<file path="config.mk">
export PLATFORM = sky130hd
export DESIGN_NAME = calibration_table_interpolator
export DESIGN_NICKNAME = d
export VERILOG_FILES = /design/src/sv/cti_pkg.sv /design/src/sv/cti_ram.sv /design/src/sv/calibration_table_interpolator.sv
export SDC_FILE = /design/constraint.sdc
export NUM_CORES = 2
export LEC_CHECK = 0
export ABC_AREA = 1
export BUFFER_PORTS_ARGS = -buffer_cell sky130_fd_sc_hd__buf_2
export CORE_MARGIN = 2
export CORE_UTILIZATION = 49
export CTS_BUF_LIST = sky130_fd_sc_hd__clkbuf_8
export DETAILED_ROUTE_END_ITERATION = 7
export HOLD_SLACK_MARGIN = 0.03
export PLACE_DENSITY_LB_ADDON = 0.25
export RECOVER_POWER = 50
export SYNTH_ARGS = -nofsm -noshare
export SYNTH_HDL_FRONTEND = slang
export SYNTH_HIERARCHICAL = 1
export SYNTH_SLANG_ARGS = --single-unit
</file>
<file path="constraint.sdc">
create_clock -name clk -period 16.8 [get_ports clk]
set_input_delay 0.84 -clock clk [delete_from_list [all_inputs] [get_ports clk]]
set_output_delay 0.84 -clock clk [all_outputs]
set_load 0.02 [all_outputs]
</file>
<file path="src/sv/cti_pkg.sv">
// ----------------------------------------------------------------------------
// Calibration table interpolator package
// Table sizing, field widths, command codes and the table entry type.
// ----------------------------------------------------------------------------
`timescale 1ns / 1ps

package cti_pkg;

  localparam int MAX_POINTS = 16;
  localparam int ADDR_W     = (MAX_POINTS > 1) ? $clog2(MAX_POINTS) : 1;
  localparam int CNT_W      = $clog2(MAX_POINTS + 1);

  localparam int CMD_W   = 1;
  localparam int INDEX_W = 4;
  localparam int DATA_W  = 16;
  localparam int VP_W    = 5;
  localparam int STEP_W  = $clog2(DATA_W);

  localparam logic [CMD_W-1:0] CMD_WRITE = 1'b0;
  localparam logic [CMD_W-1:0] CMD_QUERY = 1'b1;

  typedef struct packed {
    logic [DATA_W-1:0] view;
    logic [DATA_W-1:0] hor;
    logic [DATA_W-1:0] ver;
  } entry_t;

  localparam int ENTRY_W = $bits(entry_t);

endpackage

</file>
<file path="src/sv/cti_ram.sv">
// ----------------------------------------------------------------------------
// Generic RAM
// One write port, one read port, registered read data.
// ----------------------------------------------------------------------------
`timescale 1ns / 1ps

module cti_ram #(
  parameter int WIDTH = 8,
  parameter int DEPTH = 16,
  localparam int AW = (DEPTH > 1) ? $clog2(DEPTH) : 1
) (
  input  logic             clk,
  input  logic             wr_en,
  input  logic [AW-1:0]    wr_addr,
  input  logic [WIDTH-1:0] wr_data,
  input  logic [AW-1:0]    rd_addr,
  output logic [WIDTH-1:0] rd_data
);

  logic [WIDTH-1:0] mem [DEPTH];

  always_ff @(posedge clk) begin
    if (wr_en) begin
      mem[wr_addr] <= wr_data;
    end
    rd_data <= mem[rd_addr];
  end

endmodule

</file>
<file path="src/sv/calibration_table_interpolator.sv">
// A table write is taken and gives no result. A query holds in_stall through the clamp
// checks, a serial scan of breakpoint pairs (up to MAX_POINTS-1), a multiply and a
// 16-step restoring divide for each axis, and the load of the output register. With no
// points, or when clamped, it goes straight to the output load. It holds longer while
// out_stall holds a waiting result. One query at a time.
// Reset is synchronous, active low: clears valid_points and control; table undefined.
// ----------------------------------------------------------------------------
// Calibration table interpolator
// Piecewise-linear lookup of horizontal and vertical lens corrections from a
// breakpoint table, with a serial breakpoint search and a shared divider.
// ----------------------------------------------------------------------------
`timescale 1ns / 1ps

module calibration_table_interpolator import cti_pkg::*; (
  input  logic               clk,
  input  logic               rst_n,
  input  logic               cfg_wr_en,
  input  logic [VP_W-1:0]    cfg_wr_data,
  input  logic               in_valid,
  output logic               in_stall,
  input  logic [CMD_W-1:0]   in_command,
  input  logic [INDEX_W-1:0] in_entry_index,
  input  logic [DATA_W-1:0]  in_view_value,
  input  logic [DATA_W-1:0]  in_hor_value,
  input  logic [DATA_W-1:0]  in_ver_value,
  input  logic [DATA_W-1:0]  in_lens_angle,
  output logic               out_valid,
  input  logic               out_stall,
  output logic [DATA_W-1:0]  out_hor_axis,
  output logic [DATA_W-1:0]  out_ver_axis
);

  typedef enum logic [3:0] {
    ST_IDLE,
    ST_ADDR0,
    ST_CHK0,
    ST_CHKL,
    ST_SCAN,
    ST_MUL,
    ST_DIV,
    ST_ACC,
    ST_FIN
  } state_t;

  state_t              state_r;
  logic [VP_W-1:0]     valid_points_r;
  logic [ADDR_W-1:0]   rd_addr_r;
  logic [ADDR_W-1:0]   last_idx_r;
  logic [ADDR_W-1:0]   lo_idx_r;
  logic [DATA_W-1:0]   angle_r;
  entry_t              hi_r;
  entry_t              lo_r;
  entry_t              last_r;
  logic [DATA_W-1:0]   den_r;
  logic [DATA_W-1:0]   dist_r;
  logic [DATA_W-1:0]   rem_r;
  logic [DATA_W-1:0]   dvd_r;
  logic [STEP_W-1:0]   step_r;
  logic                neg_r;
  logic                axis_r;
  logic [DATA_W-1:0]   res_hor_r;
  logic [DATA_W-1:0]   res_ver_r;
  logic                out_valid_r;
  logic [DATA_W-1:0]   out_hor_r;
  logic [DATA_W-1:0]   out_ver_r;

  logic                in_xfer;
  logic                ram_wr_en;
  entry_t              ram_wr_entry;
  logic [ENTRY_W-1:0]  ram_rd_data;
  entry_t              rd_entry;
  logic [CNT_W-1:0]    used_points;
  logic                match;
  logic [DATA_W-1:0]   pair_den;
  logic [DATA_W-1:0]   c_hi;
  logic [DATA_W-1:0]   c_lo;
  logic                c_neg;
  logic [DATA_W-1:0]   c_mag;
  logic [2*DATA_W-1:0] prod;
  logic [DATA_W:0]     div_trial;
  logic [DATA_W:0]     div_diff;
  logic                div_ge;
  logic [DATA_W-1:0]   acc_val;
  logic                out_free;

  assign in_stall     = (state_r != ST_IDLE);
  assign in_xfer      = in_valid && !in_stall;
  assign out_valid    = out_valid_r;
  assign out_hor_axis = out_hor_r;
  assign out_ver_axis = out_ver_r;
  assign out_free     = !out_valid_r || !out_stall;

  assign ram_wr_en    = in_xfer && (in_command == CMD_WRITE) &&
                        (32'(in_entry_index) < MAX_POINTS);
  assign ram_wr_entry = '{view: in_view_value, hor: in_hor_value, ver: in_ver_value};
  assign rd_entry     = entry_t'(ram_rd_data);

  cti_ram #(
    .WIDTH (ENTRY_W),
    .DEPTH (MAX_POINTS)
  ) u_table (
    .clk     (clk),
    .wr_en   (ram_wr_en),
    .wr_addr (ADDR_W'(in_entry_index)),
    .wr_data (ram_wr_entry),
    .rd_addr (rd_addr_r),
    .rd_data (ram_rd_data)
  );

  always_comb begin
    if (32'(valid_points_r) > MAX_POINTS) begin
      used_points = CNT_W'(MAX_POINTS);
    end else begin
      used_points = CNT_W'(valid_points_r);
    end
  end

  assign match    = (angle_r >= rd_entry.view) && (angle_r <= hi_r.view);
  assign pair_den = hi_r.view - rd_entry.view;

  assign c_hi  = axis_r ? hi_r.ver : hi_r.hor;
  assign c_lo  = axis_r ? lo_r.ver : lo_r.hor;
  assign c_neg = (c_lo < c_hi);
  assign c_mag = c_neg ? (c_hi - c_lo) : (c_lo - c_hi);
  assign prod  = dist_r * c_mag;

  assign div_trial = {rem_r, dvd_r[DATA_W-1]};
  assign div_diff  = div_trial - {1'b0, den_r};
  assign div_ge    = (div_trial >= {1'b0, den_r});

  assign acc_val = neg_r ? (c_hi - dvd_r) : (c_hi + dvd_r);

  always_ff @(posedge clk) begin
    if (!rst_n) begin
      state_r        <= ST_IDLE;
      valid_points_r <= '0;
      out_valid_r    <= 1'b0;
    end else begin
      if (cfg_wr_en) begin
        valid_points_r <= cfg_wr_data;
      end
      if ((state_r == ST_FIN) && out_free) begin
        out_valid_r <= 1'b1;
      end else if (!out_stall) begin
        out_valid_r <= 1'b0;
      end

      case (state_r)
        ST_IDLE: begin
          if (in_xfer && (in_command == CMD_QUERY)) begin
            angle_r    <= in_lens_angle;
            rd_addr_r  <= '0;
            last_idx_r <= ADDR_W'(used_points - CNT_W'(1));
            if (used_points == '0) begin
              res_hor_r <= '0;
              res_ver_r <= '0;
              state_r   <= ST_FIN;
            end else begin
              state_r <= ST_ADDR0;
            end
          end
        end

        ST_ADDR0: begin
          rd_addr_r <= last_idx_r;
          state_r   <= ST_CHK0;
        end

        ST_CHK0: begin
          hi_r      <= rd_entry;
          rd_addr_r <= ADDR_W'(1);
          if (angle_r >= rd_entry.view) begin
            res_hor_r <= rd_entry.hor;
            res_ver_r <= rd_entry.ver;
            state_r   <= ST_FIN;
          end else begin
            state_r <= ST_CHKL;
          end
        end

        ST_CHKL: begin
          last_r    <= rd_entry;
          rd_addr_r <= rd_addr_r + ADDR_W'(1);
          lo_idx_r  <= ADDR_W'(1);
          if (angle_r <= rd_entry.view) begin
            res_hor_r <= rd_entry.hor;
            res_ver_r <= rd_entry.ver;
            state_r   <= ST_FIN;
          end else begin
            state_r <= ST_SCAN;
          end
        end

        ST_SCAN: begin
          rd_addr_r <= rd_addr_r + ADDR_W'(1);
          lo_idx_r  <= lo_idx_r + ADDR_W'(1);
          if (match) begin
            lo_r   <= rd_entry;
            den_r  <= pair_den;
            dist_r <= hi_r.view - angle_r;
            axis_r <= 1'b0;
            if (pair_den == '0) begin
              res_hor_r <= hi_r.hor;
              res_ver_r <= hi_r.ver;
              state_r   <= ST_FIN;
            end else begin
              state_r <= ST_MUL;
            end
          end else begin
            hi_r <= rd_entry;
            if (lo_idx_r == last_idx_r) begin
              res_hor_r <= last_r.hor;
              res_ver_r <= last_r.ver;
              state_r   <= ST_FIN;
            end
          end
        end

        ST_MUL: begin
          rem_r   <= prod[2*DATA_W-1:DATA_W];
          dvd_r   <= prod[DATA_W-1:0];
          neg_r   <= c_neg;
          step_r  <= '0;
          state_r <= ST_DIV;
        end

        ST_DIV: begin
          rem_r  <= div_ge ? div_diff[DATA_W-1:0] : div_trial[DATA_W-1:0];
          dvd_r  <= {dvd_r[DATA_W-2:0], div_ge};
          step_r <= step_r + STEP_W'(1);
          if (step_r == STEP_W'(DATA_W - 1)) begin
            state_r <= ST_ACC;
          end
        end

        ST_ACC: begin
          if (axis_r) begin
            res_ver_r <= acc_val;
            state_r   <= ST_FIN;
          end else begin
            res_hor_r <= acc_val;
            axis_r    <= 1'b1;
            state_r   <= ST_MUL;
          end
        end

        ST_FIN: begin
          if (out_free) begin
            out_hor_r <= res_hor_r;
            out_ver_r <= res_ver_r;
            state_r   <= ST_IDLE;
          end
        end

        default: begin
          state_r <= ST_IDLE;
        end
      endcase
    end
  end

endmodule

</file>
==> impl_results.md <==
- Internal power: 0.006498 W
- Global-route wire length before repair: 234800 microns
- Max Slew Vio Count: 563
- Share of cells above drive strength 1: 5.957%
- Crit-path cells: clkbuf_1 -> clkinv_8 -> buf_12 -> nand2_1 -> nand3_1 -> nand3_1 -> nand3_1 -> nand2_1
- Final setup viols: 0
- Number of setup buffers added after CTS: 0
- Num CTS Buffers: 178
- Failing checks: capacitance limit, slew limit
- Via count: 41030
- Fin crit period: 11.01 ns
- Initial Util: 49.26%
- Max_cap viols: 6
- Critical Path RT: 17.57 ns
- Synth Cell Area: 58940 sq um
- Worst-Margin Slew: 7.971 ns
- DR DRC count: 0
- I/O Buffers: 112
- Register area share after synthesis: 55.06%
- Comb power frac: 49.6%
- YS warnings: 6
- Arrival @ worst endpoint: 11.78 ns
- Crit end category: register
- Top delay family on crit path: buffers and inverters
- Hold Path Class: input port to register
- Wire per inst: 19.62 microns
- Max-slew headroom: -431.4%
- Reg clk slew, reported paths: 0.06 ns
- Switching part of the total: 43.14%
- CTS tree: yes
- Switching power: 0.004930 W
- Max clock buf depth: 3
- Root Driver: clkbuf_8
- Placer Congestion: 0.9411
- EDFF count, synth: 1042
- Synthesized net count: 6503
- Register bit total from synthesis: 1100
- Inst Count DP: 7549
- Max rail drop VDD: 0.0002597 V
- P_leak: 28.30 nW
- Fmax: 0.09081 GHz
- Clk Latency, worst-skew pair: 0.92 ns
- Skew final: 0.07754 ns
- Detail Placement HPWL: 97440 microns
- Largest net degree at the start of global routing: 213
- Antenna-violating nets left: 0
- Number of H-tree levels: 4
- Outcome: complete, but fails checks
- CP dominant cell by count: nand3_1
- Nets: 6614
- Avg Synthesized Cell Area: 9.814 sq um
- Most frequent cells in the layout: nand2_1 (1597), inv_1 (1175), edfxtp_1 (1042)
- Cts hold-fix bufs: 0
- Commonest non-fill, non-tap cell in the layout: nand2_1
- Post-Route WL: 154600 microns
- Crit-path max FO: 212
- Synth-to-layout area growth: 8.661%
- Crit-path slowest cell: clkbuf_1
- Power Dens Cells: 178.4 nW/um^2
- GRT overflow: 0
- Reg area: 32450 sq um
- Die area: 123100 sq um
- # IOs: 113
- Antenna violations before repair: 21
- Post-CTS sizing: 0
- WP buf/inv: 3
- Final Cycle Share: 65.55%
- Cell Rows: 127
- Drt first-iter violations: 3848
- DR vias/cell: 5.206
- Async SR Flop Fraction: 0%
- Post-synthesis cell type count: 49
- Final Non-Filler Cells: 7881
- RSZ-0062 raised after global routing: no
- Clk pwr share: 19.7%
- Vias in the first global route: 39950
- CTS Sinks: 1100
- Area of the multi-input gates: 21080 sq um
- Setup Crit Path Kind: register to register
- Post-Synthesis Cells: 6006
- Commonest register cell after synthesis: edfxtp_1
- Crit path largest cell delay: 5.47 ns
- Final Hold Violating Endpoints: 0
- GR Util All Layers: 25.34%
- Die X-Extent: 350.8 microns
- Sum Neg Setup Slack: 0 ns
- TritonRoute pass-1 iters: 6
- Sequential power share: 30.7%
- Die Ht: 350.8 microns
- Setup crit start kind: register
- Fillcell total: 10600
- Core area: 119700 sq um
-- final cells by class --
type	count	area share, %
Tap cell	1612	3.149
Timing Repair Buffer	155	1.229
Sequential cell	1100	50.67
Inverter	1120	6.615
Multi-Input combinational cell	3562	32.91
Clock inverter	130	1.205
Clock buffer	195	4.191
Antenna cell	7	0.02735
-- worst reg2reg max path, stage by stage (launching register included) --
cell and delay [ns]:
edfxtp_1 0.32, clkbuf_1 5.47, clkinv_8 3.03, buf_12 0.90
nand2_1 0.61, nand3_1 0.10, nand3_1 0.13, nand3_1 0.08
nand2_1 0.27
-- logic make-up (layout without fill, tap and decap cells) --
group / Yosys count / in the layout / synth area share, %
DFF: 1100 / 1100 / 55.06
other: 0 / 7 / 0
buffers and inverters: 1344 / 1600 / 9.427
muxes: 1 / 1 / 0.01698
adders and majority gates: 418 / 418 / 11.42
AOI/OAI and AO/OA: 402 / 402 / 3.870
and+or+nand+nor: 2642 / 2642 / 18.74
xor gates and xnor gates: 99 / 99 / 1.471
-- path summary, 6_finish.rpt --
| path | startpoint | to | slack [ns] | cells past startpoint |
|---|---|---|---|---|
| worst min-delay path | in_lens_angle[9] | angle_r[9]$_DFFE_PP_ | 0.15 | 1 |
| worst max-delay path | rd_addr_r[0]$_DFFE_PP_ | u_table/rd_data[10]$_DFF_P_ | 5.79 | 8 |
| worst max register to register | rd_addr_r[0]$_DFFE_PP_ | u_table/rd_data[10]$_DFF_P_ | 5.79 | 8 |
| worst min register to register | res_hor_r[9]$_DFFE_PP_ | out_hor_axis[9]$_DFFE_PP_ | 0.37 | 0 |
-- per-layer routing --
metal	wire length (microns)	GRT usage, %	share of wire, %
met3	11320	4.912	7.3
met2	73820	41.85	48
met4	4900	9.109	3.2
met5	129	0	0.083
met1	64470	33.36	42
-- sequential cells by signal, summed over array words and instances (netlist names), 32 cells and up --
register         cells
last_r              32
u_table/rd_data     48
hi_r                48
u_table/mem        768
lo_r                32
-- through the flow --
step | setup WS [ns] | util (%) | total power [W] | area (sq um) | hold slack [ns]
floorplan | 8.627 | - | 0.007518 | 58940 | 0.4003
global placement | 7.512 | 50.75 | 0.009063 | 60730 | 0.4026
detailed placement | 7.283 | 50.75 | 0.009138 | 60730 | 0.4045
CTS | 7.263 | 53.64 | 0.01141 | 64180 | 0.07253
global route | 5.148 | 53.52 | 0.01233 | 64040 | 0.1122
finish | 5.788 | 53.53 | 0.01143 | 64050 | 0.1506
-- cells in the mapped netlist (39+ instances only) --
| cell | instances | area share [%] |
|---|---|---|
| clkbuf_1 | 66 | 0.42 |
| xor2_1 | 60 | 0.89 |
| edfxtp_1 | 1042 | 53 |
| buf_6 | 41 | 0.78 |
| inv_1 | 1105 | 7.0 |
| xnor2_1 | 39 | 0.58 |
| nor2_1 | 275 | 1.8 |
| o21ai_0 | 156 | 1.3 |
| ha_1 | 218 | 4.6 |
| nand2_1 | 1597 | 10 |
| buf_2 | 85 | 0.72 |
| o211ai_1 | 46 | 0.59 |
| a21oi_1 | 142 | 1.2 |
| dfxtp_1 | 58 | 2.0 |
| nand3_1 | 671 | 5.7 |
| fa_1 | 200 | 6.8 |
-- power by group through the flow --
stage | registers (W) | logic [W] | clock network [W]
global route | 0.00352 | 0.00641 | 0.00241
detailed placement | 0.00356 | 0.00558 | 0
CTS | 0.00350 | 0.00561 | 0.00229
floorplan | 0.00350 | 0.00401 | 0
finish | 0.00351 | 0.00567 | 0.00225
global placement | 0.00356 | 0.00551 | 0
(Power assumes the default switching activity.)
